==> src/sv/spr_pkg.sv <==
package spr_pkg;

  localparam int TW = 64;  // turn fraction width, full turn = 2^64
  localparam int RW = 34;  // Q3.30 vector carrier
  localparam int VW = 36;  // vectoring carrier, room for CORDIC gain
  localparam int QF = 30;
  localparam int PW = 2 * RW;
  localparam int QUEUE_DEPTH = 4;

  typedef logic [TW-1:0] turn_t;
  typedef logic signed [RW-1:0] qval_t;
  typedef logic signed [VW-1:0] vval_t;
  typedef logic signed [PW-1:0] prod_t;
  typedef logic signed [PW+1:0] acc_t;

  localparam logic signed [31:0] INV_GAIN = 32'sd652032874;
  localparam logic [63:0] INV_TWO_PI = 64'h28BE60DB9391054A;
  localparam turn_t HALF_TURN = 64'h8000_0000_0000_0000;
  localparam turn_t QUARTER_TURN = 64'h4000_0000_0000_0000;

  typedef enum logic [0:0] {
    CFG_CENTRE_RA  = 1'b0,
    CFG_CENTRE_DEC = 1'b1
  } cfg_reg_e;

  // Rotated vector handed from front to back.
  typedef struct packed {
    qval_t a;
    qval_t b;
    qval_t c;
    logic  last;
  } vec_item_t;

  // atan(2^-i) in turn fractions, evaluated at elaboration only.
  function automatic turn_t atan_turn(input int unsigned i);
    logic [63:0] sum;
    logic [63:0] num;
    logic [63:0] quo;
    logic [7:0] rem;
    logic [127:0] prod;
    int unsigned k;
    int unsigned e;
    int unsigned d;
    int j;
    if (i == 0) return 64'h2000_0000_0000_0000;
    sum = '0;
    for (k = 0; i * (2 * k + 1) < 64; k++) begin
      e = i * (2 * k + 1);
      d = 2 * k + 1;
      num = 64'd1 << (64 - e);
      rem = '0;
      quo = '0;
      for (j = 63; j >= 0; j--) begin
        rem = {rem[6:0], num[j]};
        if (rem >= 8'(d)) begin
          rem = rem - 8'(d);
          quo[j] = 1'b1;
        end
      end
      if (k[0]) sum = sum - quo;
      else sum = sum + quo;
    end
    prod = {64'd0, sum} * {64'd0, INV_TWO_PI};
    return prod[127:64];
  endfunction

  function automatic qval_t round_acc(input acc_t s);
    acc_t t;
    t = (s + (acc_t'(1) <<< (QF - 1))) >>> QF;
    return t[RW-1:0];
  endfunction

  function automatic qval_t mul_round(input qval_t a, input qval_t b);
    acc_t p;
    p = a * b;
    return round_acc(p);
  endfunction

  function automatic prod_t mul_full(input qval_t a, input qval_t b);
    prod_t p;
    p = a * b;
    return p;
  endfunction

endpackage

==> src/sv/spr_queue.sv <==
module spr_queue (
  input  logic               clk_i,
  input  logic               rst_ni,
  input  logic               push_i,
  input  spr_pkg::vec_item_t data_i,
  input  logic               pop_i,
  output logic               valid_o,
  output logic               full_o,
  output spr_pkg::vec_item_t data_o
);

  localparam int AW = $clog2(spr_pkg::QUEUE_DEPTH);
  localparam int CW = $clog2(spr_pkg::QUEUE_DEPTH + 1);

  spr_pkg::vec_item_t mem_q [spr_pkg::QUEUE_DEPTH];
  logic [AW-1:0] wr_q, rd_q;
  logic [CW-1:0] cnt_q;

  always_ff @(posedge clk_i or negedge rst_ni) begin
    if (!rst_ni) begin
      wr_q <= '0;
      rd_q <= '0;
      cnt_q <= '0;
    end else begin
      if (push_i) wr_q <= wr_q + AW'(1);
      if (pop_i) rd_q <= rd_q + AW'(1);
      cnt_q <= cnt_q + CW'(push_i) - CW'(pop_i);
    end
  end

  always_ff @(posedge clk_i) begin
    if (push_i) mem_q[wr_q] <= data_i;
  end

  assign valid_o = (cnt_q != '0);
  assign full_o = (cnt_q == CW'(spr_pkg::QUEUE_DEPTH));
  assign data_o = mem_q[rd_q];

endmodule

==> config.mk <==
export PLATFORM = sky130hd
export DESIGN_NAME = spr_queue
export DESIGN_NICKNAME = d
export VERILOG_FILES = /design/src/sv/spr_pkg.sv /design/src/sv/spr_queue.sv
export SDC_FILE = /design/constraint.sdc
export NUM_CORES = 1
export LEC_CHECK = 0
export ABC_AREA = 1
export BUFFER_PORTS_ARGS = -buffer_cell sky130_fd_sc_hd__buf_4
export CORE_MARGIN = 4
export CORE_UTILIZATION = 25
export DETAILED_ROUTE_END_ITERATION = 8
export PLACE_DENSITY_LB_ADDON = 0.3
export SYNTH_ARGS = -nofsm -noshare
export SYNTH_HDL_FRONTEND = slang
export SYNTH_SLANG_ARGS = --single-unit
==> constraint.sdc <==
create_clock -name clk_i -period 4.5 [get_ports clk_i]
set_input_delay 0.675 -clock clk_i [delete_from_list [all_inputs] [get_ports clk_i]]
set_output_delay 0.675 -clock clk_i [all_outputs]
set_load 0.1 [all_outputs]
; ---- Yosys cells after proc, flatten, opt, wreduce, memory -nomap -nowiden
; Memory sizes are Yosys's and may differ from the RTL's.
; Index checks and enable logic that the tools add are counted.
[totals]
reg_bits = 7
n_memories = 1
elab_cells = 12
inputBits = 107
ram_bits = 412
[classes]
muxes = 2
add_sub_neg = 4
reduce_logical = 1
eq_ne = 1
[memory_table]
columns = name, depth, width, read_ports, rd_clocked_by_memory_dff, write_ports, line_no
row1 = mem_q, 4, 103, 1, 0, 1, spr_queue.sv:15  ; spr_pkg::vec_item_t mem_q [spr_pkg::QUEUE_DEPTH];
[op_table]
columns = cell, n
row1 = adder 2 x 1 -> 2 bit (second input constant), 2
row2 = adder 3 x 1 -> 3 bit, 1
row3 = equality test 3 bit (second input constant), 1
row4 = nonzero test 3 bit, 1
row5 = subtractor 3 x 1 -> 3 bit, 1
row6 = two-way mux 1 bit, 2

; ---- Logic depth before layout (Yosys ltp)
; Gate-level depths: netlist of run 1.
[logic_depth]
word_depth = 2
depth_mapped = 10
ltp_nobuf = 10

; ---- Least setup slack after synthesis of run 1
; No wires, ideal clock.
[synth_path]
path_type = input port to flip-flop
startpoint = input port push_i
endpoint = memory mem_q[1][0] in the netlist's numbering, enable pin
stages = 3
required_time_ns = 4.043
setup_time_ns = 0.457
setup_slack_ns = 1.084
t_arrival_ns = 2.960
cell_sequence = clkbuf_1 > nand2_1 > inv_1
[synth_via]
elab_chain_cells = 2
[synth_rtl]
columns = item, line_no
row1 = "start, declared", spr_queue.sv:4  ; input logic push_i,
row2 = two-way mux 1 bit, spr_queue.sv:32  ; if (push_i) mem_q[wr_q] <= data_i;
row3 = two-way mux 1 bit (implied by the code), spr_queue.sv:32
row4 = "end, declared", spr_queue.sv:15
; Every way passes these cells.

==> results of run 1 <==
[metal layers]
| metal | vias to the layer above | wire (um) | GRT usage |
|---|---|---|---|
| met5 | - | 13 | 0 |
| met4 | 2 | 1098 | 0.03467 |
| met1 | 5351 | 19550 | 0.1479 |
| met2 | 215 | 20650 | 0.1918 |
| li1 | 5596 | - | - |
| met3 | 77 | 2303 | 0.02835 |
[Yosys cell counts]
cell,n,area share
clkbuf_1,14,0.0030
xor2_1,3,0.0015
nor3_1,1,0.00028
inv_2,2,0.00042
fa_1,1,0.0011
dfrtp_1,7,0.0099
o21ai_0,1,0.00028
buf_6,11,0.0070
nand3_1,208,0.059
buf_2,39,0.011
edfxtp_1,412,0.70
buf_4,5,0.0021
ha_1,6,0.0042
nand2_1,526,0.11
inv_1,424,0.090
[metrics by stage]
step / instance area (um^2) / util
finish: 21940 / 0.3127
global route: 21930 / 0.3126
CTS: 21930 / 0.3126
detailed placement: 20280 / 0.2890
global placement: 20280 / 0.2890
floorplan: 17700 / -
[registers in the layout, summed over array words and instances, names as in the netlist]
register / flops
wr_q: 2
rd_q: 2
cnt_q: 3
mem_q: 412
[final cells by class]
class,count,area share
Antenna cell,2,0.0002281
Multi-Input combinational cell,746,0.1434
Clock inverter,26,0.01118
Inverter,426,0.07369
Sequential cell,419,0.5723
Timing Repair Buffer,225,0.08167
Clock buffer,65,0.06388
Tap cell,940,0.05361
[worst paths after layout]
path / endpoint / slack, ns / depth (start not counted) / from
max: data_o[22] / 1.10 / 5 / rd_q[1]
min: mem_q[2][9] / 0.29 / 1 / data_i[9]
max reg2reg: mem_q[3][7] / 2.35 / 4 / wr_q[0]
min reg2reg: cnt_q[2] / 0.52 / 2 / cnt_q[1]
max in group asynchronous: rd_q[0] / 3.88 / 2 / rst_ni
min in group asynchronous: cnt_q[0] / 0.45 / 2 / rst_ni
[worst register-to-register path: stages (launching register included)]
cell and delay, ns:
dfrtp_1 0.42, ha_1 0.17, nand2_1 0.08, inv_4 0.61
buf_12 0.46
[cells by family (layout without fill, tap and decap cells)]
family | after synthesis | count (layout) | synth area share
simple gates | 735 | 735 | 0.1706
buf+inv | 495 | 742 | 0.1134
flops | 419 | 419 | 0.7088
fa+ha+maj | 7 | 7 | 0.005372
xor+xnor | 3 | 3 | 0.001485
compound gates | 1 | 1 | 0.0002825
other cells | 0 | 2 | 0
==> results.ini, run 1 <==
[run_status]
status = finished clean

[route]
drc = 0
drt-initial-drc-count = 556
antenna_left = 0
routed_wl_mm = 43.61
vias = 11240
wl_per_cell_um = 15.31
via_per_inst = 3.946
drt-pass1-iter-count = 5

[setup_path]
critPathKind = reg -> out
crit_required_ns = 3.83
crit_path_max_incr_delay_ns = 0.69
end_kind = primary output
crit_buf_inv = 3
crit_arrival_ns = 2.72
crit_fanout = 35
cp_top_family = buffers and inverters
crit_slowest_cell = dfrtp_4
cpMostUsedCell = buf_4
path_cells = inv_4, buf_4, nand3_1, nand2_1, buf_4
cp-start-kind = register

[global_routing]
grtUsageTotal = 0.1149
grt_pass1_wl_mm = 66.07
grt_start_max_net_pins = 127
grt-ovfl-total = 0
antenna_found_initial = 3
grt_pass1_vias = 11160

[yosys]
syn_nets = 1774
yosysUniqueCellTypes = 15
syn_avg_cell_area_um2 = 10.66
synth_seq_cells = 419
synthesis.area_um2 = 17700
synth_cells = 1660
ys_seq_area_frac = 0.7088
yosys_warnings = 0

[clock_tree]
worstSkewPairLatency_ns = 0.57
cts_resized = 0
cts_tree = built
numCtsBuffers = 50
cts_root_buf = clkbuf_16
clock-sinks = 419
holdBufCountCts = 1
cts_max_path_buffers = 3
post_cts_buffers = 0
htree_num_levels = 2
clkTransAtPathRegs_ns = 0.06

[timing]
setup_viol = 0
layout_setup_ws_ns = 1.104
whs_ns = 0.2858
drv_slew = 0
tightest_slew_ns = 0.8564
rsz0062_at_grt = no
slew_headroom = 0.4290
min_period_ns = 3.396
period_share = 0.7546
max_freq_mhz = 294.5
skew_ns = 0.01090
tns_ns = 0
finalHoldViolations = 0

[finish]
multi_input_area_um2 = 3147
final_common_cell = nand2_1
stdcell_count = 2849
drive_gt1_frac = 0.1594
fillers = 7178
syn_to_final_growth_pct = 23.93
final_cell_mix = nand2_1 (526), inv_1 (420), edfxtp_1 (412), buf_4 (216), nand3_1 (208)
final_nets = 1982
register_area_um2 = 12550

[placed_design]
place_congestion = 0.7181
placed_cells = 2755
dp_hpwl_mm = 23.81
pre_cts_ws_ns = 1.660
port_buffers = 211

[floorplanning]
fp.dieArea_um2 = 75130
die_h_um = 274.1
die_w_um = 274.1
num_io_pins = 212
core_area_um2 = 70150
start_util = 0.2523
rows = 97

[worst_hold_path]
hp-class = in -> reg

[run]
drv_cap = 0

Power of run 1 is left out: the tool's default activity adds up to more than one toggle a clock period on the data nets, which glitch-free logic cannot reach.
==> run 2: changes to the inputs <==
Clock period 4.5 ns to 3.2 ns, I/O delays scaled along.
==> run 2 against run 1 <==
Critical endpoint is now data_o[89]; global-route usage shrank 0.37 points; wire length shrank 3.5%; utilization shrank 0.073 points; hold slack lost 0.18 ns; via count shrank 0.23%; die area is the same; cell count is essentially flat; non-clock buffer count grew 6; register-to-register slack lost 1.2 ns; sequential share of layout area grew 0.13 points; design area shrank 0.23%.
==> results.ini, run 2 (synthesis results as in run 1) <==
[global_routing]
grt_pass1_wl_mm = 64.94  ; -1.7%
grt_start_max_net_pins = 106  ; -17%
antenna_found_initial = 2  ; -1
grt-ovfl-total = 0  ; unchanged
grtUsageTotal = 0.1112  ; -0.003742
grt_pass1_vias = 11260  ; +0.82%

[timing]
tns_ns = 0  ; unchanged
rsz0062_at_grt = no
tightest_slew_ns = 0.6681  ; -0.1884 ns
slew_headroom = 0.5546  ; +0.1256
setup_viol = 0  ; unchanged
finalHoldViolations = 0  ; unchanged
skew_ns = 0.007838  ; -0.003059 ns
drv_slew = 0  ; unchanged
period_share = 0.8850
max_freq_mhz = 353.1
min_period_ns = 2.832

[finish]
final_cell_mix = nand2_1 (526), inv_1 (420), edfxtp_1 (412), buf_4 (216), nand3_1 (208)
largest_reg_flops = 412  ; unchanged
syn_to_final_growth_pct = 23.64
final_common_cell = nand2_1
largest_register = mem_q
fillers = 7177  ; -0.014%
drive_gt1_frac = 0.1587  ; -0.0006908
final_nets = 1986  ; +0.20%
largestRegisters = mem_q (412), cnt_q (3)

[floorplanning]
die_h_um = 274.1  ; unchanged
core_area_um2 = 70150  ; unchanged
fp.dieArea_um2 = 75130  ; unchanged
num_io_pins = 212  ; unchanged
start_util = 0.2523  ; unchanged
rows = 97  ; unchanged
die_w_um = 274.1  ; unchanged

[route]
via_per_inst = 3.934  ; -0.30%
drc = 0  ; unchanged
vias = 11220  ; -0.23%
routed_wl_mm = 42.07  ; -3.5%
drt-pass1-iter-count = 4  ; -1
wl_per_cell_um = 14.76  ; -3.6%
drt-initial-drc-count = 611  ; +9.9%
antenna_left = 0  ; unchanged

[clock_tree]
clkTransAtPathRegs_ns = 0.06  ; about the same
clock-sinks = 419  ; unchanged
cts_resized = 0  ; unchanged
cts_tree = built
htree_num_levels = 2  ; unchanged
holdBufCountCts = 1  ; unchanged
cts_max_path_buffers = 3  ; unchanged
cts_root_buf = clkbuf_16
numCtsBuffers = 48  ; -4.0%
worstSkewPairLatency_ns = 0.56  ; about the same
post_cts_buffers = 0  ; unchanged

[worst_hold_path]
hp-class = in -> reg
hold_path.startpoint = data_i[89]

[setup_path]
reg2reg_from = wr_q[0]
critPathKind = reg -> out
end_kind = primary output
crit_arrival_ns = 2.35  ; -0.37 ns
critical_path.startpoint = rd_q[0]
crit_fanout = 62  ; +77%
cp-start-kind = register
crit_required_ns = 2.72  ; -1.11 ns

[placed_design]
port_buffers = 211  ; unchanged
dp_hpwl_mm = 23.65  ; -0.65%
place_congestion = 0.6987  ; -2.7%

[run]
drv_cap = 0  ; unchanged

[run_status]
status = finished clean

run 2: cell count changes in the layout (fill, tap and decap cells not counted), moves of 2 or more:
| cell | before | now |
|---|---|---|
| clkinvlp_4 | 2 | 6 |
| clkbuf_1 | 9 | 11 |
| inv_4 | 5 | 1 |
| bufinv_16 | 4 | 2 |
| clkbuf_8 | 3 | 0 |
| clkbuf_16 | 53 | 49 |
| clkinv_4 | 2 | 4 |
| buf_12 | 8 | 14 |
run 2: stage by stage:
| step | hold slack, ns | instance area (um^2) | instances | utilization | setup WS [ns] |
|---|---|---|---|---|---|
| floorplan | 0.1844 | 17720 | 1660 | - | 0.2708 |
| global placement | 0.3029 | 20400 | 2761 | 0.2908 | 0.9417 |
| detailed placement | 0.3058 | 20400 | 2761 | 0.2908 | 0.9181 |
| CTS | 0.04554 | 21880 | 2849 | 0.3119 | 0.2432 |
| global route | 0.05618 | 21880 | 2849 | 0.3119 | 0.2027 |
| finish | 0.1085 | 21890 | 2851 | 0.3120 | 0.3679 |
run 2: per-layer routing:
layer  GRT usage  share of wire  vias up
met5           0        0.00064        -
met4     0.03373          0.020        4
met3     0.02861          0.054       60
met2      0.1902           0.49      202
met1      0.1383           0.43     5346
li1            -              -     5603
run 2: final timing paths:
| kind | to | slack, ns | cells after the start |
|---|---|---|---|
| worst max-delay path | data_o[89] | 0.37 | 6 |
| max in group asynchronous | rd_q[1] | 2.78 | 2 |
| worst min-delay path | mem_q[3][89] | 0.11 | 1 |
| min in group asynchronous | cnt_q[0] | 0.28 | 2 |
| worst min register to register | cnt_q[2] | 0.52 | 2 |
| worst max register to register | mem_q[0][8] | 1.11 | 5 |
run 2: cell type report:
cell class	instances	area, um^2	share of cell area
Antenna cell	2	5.005	0.0002287
Clock buffer	60	1267	0.05791
Clock inverter	27	202.7	0.009261
Inverter	426	1622	0.07409
Multi-Input combinational cell	746	3147	0.1438
Sequential cell	419	12550	0.5736
Tap cell	940	1176	0.05374
Timing Repair Buffer	231	1912	0.08735
run 2: worst max-delay path: stages, from the launching register on:
cell and delay (ns):
dfrtp_4 0.52, inv_6 0.38, buf_12 0.33, nand2_1 0.11, nand3_1 0.09, nand2_1 0.10, buf_4 0.24
Power of run 2 is left out for the same reason.
==> run 3: changes to the inputs <==
Settings changed: ABC_AREA 1 to not set.
==> run 3 against run 2 <==
Critical path depth shrank 3; critical endpoint is now data_o[82]; utilization is 0.87 points higher; design area down 12%; sequential share of layout area up 7.5 points; wire length down 25%.
==> results.ini, run 3 <==
[run_status]
status = finished clean

[yosys]
synth_seq_cells = 419  ; unchanged
ys_top_cells_by_count = edfxtp_1 (412), mux4_2 (103), buf_2 (12)
synthesis.area_um2 = 15260  ; -14%
yosysUniqueCellTypes = 18  ; +3
synth.top_cell.area_share = 0.8108  ; +0.1119
yosys_warnings = 0  ; unchanged
ys_seq_area_frac = 0.8223  ; +0.1135
synth_cells = 573  ; -65%
synth_top_cell_by_area = edfxtp_1
postSynth.asyncResetShare = 0.01671  ; unchanged
synth-edff-count = 412  ; unchanged
syn_nets = 687  ; -61%
synth_flop_cell = edfxtp_1
synth_area_leaders = edfxtp_1 (81%), mux4_2 (15%), dfrtp_1 (1.1%)
syn_avg_cell_area_um2 = 26.63  ; +150%
synth_most_common_cell = edfxtp_1

[timing]
rsz0062_at_grt = no
min_period_ns = 2.919  ; +0.08706 ns
tns_ns = 0  ; unchanged
skew_ns = 0.004930  ; -0.002908 ns
period_share = 0.9122  ; +0.02721
finalHoldViolations = 0  ; unchanged
setup_viol = 0  ; unchanged
layout_setup_ws_ns = 0.2808  ; -0.08706 ns
drv_slew = 0  ; unchanged
slew_headroom = 0.5127  ; -0.04197
max_freq_mhz = 342.6  ; -3.0%
tightest_slew_ns = 0.7310  ; +0.06295 ns

[setup_path]
critical_path.startpoint = rd_q[0]
crit_arrival_ns = 2.44  ; +0.09 ns
reg2reg_slack_ns = 1.48  ; +0.37 ns
crit_buf_inv = 2  ; -1
crit_fanout = 37  ; -40%
path_depth = 3  ; -3
crit_path_max_incr_delay_ns = 0.67  ; +0.15 ns
r2r_cells = 3  ; -2
r2r_end = mem_q[3][82]
crit_slowest_cell = dfrtp_4
cp_top_family = flip-flops
crit_end = data_o[82]
critPathKind = reg -> out
path_cells = buf_12, mux4_2, buf_4
crit_required_ns = 2.72  ; about the same
reg2reg_from = wr_q[0]
cp-start-kind = register
end_kind = primary output

[run]
drv_cap = 0  ; unchanged

[global_routing]
antenna_found_initial = 1  ; -1
grt_pass1_wl_mm = 46.13  ; -29%
use_met3 = 0.03587  ; +0.007256
grt_util_met2 = 0.1539  ; -0.03631
grt-ovfl-total = 0  ; unchanged
top_usage_layer = met2
grt_use_met1 = 0.1184  ; -0.01984
grt_start_max_net_pins = 60  ; -43%
grt_pass1_vias = 7428  ; -34%
grtUsageTotal = 0.09467  ; -0.01652

[clock_tree]
htree_num_levels = 2  ; unchanged
clkTransAtPathRegs_ns = 0.06  ; about the same
numCtsBuffers = 46  ; -4.2%
clock-sinks = 419  ; unchanged
worstSkewPairLatency_ns = 0.55  ; about the same
cts_max_path_buffers = 3  ; unchanged
cts_root_buf = clkbuf_16
cts_tree = built
post_cts_buffers = 0  ; unchanged

[floorplanning]
fp.dieArea_um2 = 65050  ; -13%
rows = 90  ; -7.2%
start_util = 0.2528  ; +0.0004531
num_io_pins = 212  ; unchanged
die_h_um = 255.1  ; -6.9%
core_area_um2 = 60360  ; -14%
die_w_um = 255.1  ; -6.9%

[placed_design]
port_buffers = 211  ; unchanged
pre_cts_ws_ns = 0.7889  ; -0.1292 ns
place_congestion = 0.6496  ; -7.0%
placed_cells = 1560  ; -43%
dpl-instance-area_um2 = 17930  ; -12%
dp_hpwl_mm = 18.62  ; -21%

[worst_hold_path]
hp-class = in -> reg

[finish]
drive_gt1_frac = 0.4681  ; +0.3094
stdcell_count = 1645  ; -42%
largest_register = mem_q
largest_reg_flops = 412  ; unchanged
final_nets = 941  ; -53%
syn_to_final_growth_pct = 26.86
fin_area_um2 = 19360  ; -12%
final_cell_mix = edfxtp_1 (412), buf_4 (218), mux4_2 (103), clkbuf_16 (49), clkinv_2 (13)
num_antenna_cells = 0  ; -2
final_common_cell = edfxtp_1
largestRegisters = mem_q (412), cnt_q (3)

[route]
routed_wl_mm = 31.40  ; -25%
wl_per_cell_um = 19.09  ; +29%
drt-pass1-iter-count = 6  ; +2
antenna_left = 0  ; unchanged
drt-initial-drc-count = 401  ; -34%
vias = 6838  ; -39%
via_per_inst = 4.157  ; +5.7%
drc = 0  ; unchanged

run 3: per-stage QoR:
stage / hold WS, ns / utilization
after floorplan: 0.1844 / -
after global placement: 0.2989 / 0.2971
after detailed placement: 0.3027 / 0.2971
after CTS: 0.06283 / 0.3207
after global routing: 0.07615 / 0.3207
final: 0.1184 / 0.3207
run 3: what timing repair did:
action                                  4_1_cts  5_1_grt
gates resized for setup                       0        0
hold buffers                                  1        0
endpoints found under the hold margin         7        0
endpoints found under the setup margin        0        0
run 3: final cells by class:
class	count	area, um^2
Clock buffer	55	1249
Inverter	6	22.52
Timing Repair Buffer	230	1867
Clock inverter	29	166.4
Tap cell	782	978.4
Multi-Input combinational cell	124	2519
Fill cell	5785	41000
Sequential cell	419	12550
run 3: worst min-delay path by stage:
stage                    to       start  cells past startpoint  slack (ns)
2_1_floorplan      cnt_q[0]      rst_ni                      0        0.18
3_3_place_gp       cnt_q[0]      rst_ni                      1        0.30
4_1_cts        mem_q[2][32]  data_i[32]                      1        0.06
5_1_grt        mem_q[0][76]  data_i[76]                      1        0.08
3_5_place_dp       cnt_q[0]      rst_ni                      1        0.30
6_report            rd_q[0]       pop_i                      2        0.12
run 3: worst reg2reg max path, stage by stage (launching register included):
cell and delay [ns]:
dfrtp_1 0.40, ha_1 0.17, and2_4 0.15, buf_4 0.56
run 3: kinds of logic after synthesis:
family,synth area share
AOI/OAI and AO/OA,0.0003277
xor gates and xnor gates,0.002871
adders and majority gates,0.006232
buffers and inverters,0.01328
DFF,0.8223
muxes,0.1520
and+or+nand+nor,0.002952
run 3: routing by layer:
metal  vias to the layer above  wire [um]
li1                       2982          -
met2                       173      15290
met5                         -         20
met1                      3626      13040
met3                        55       2339
met4                         2        712
Power of run 3 is left out for the same reason.
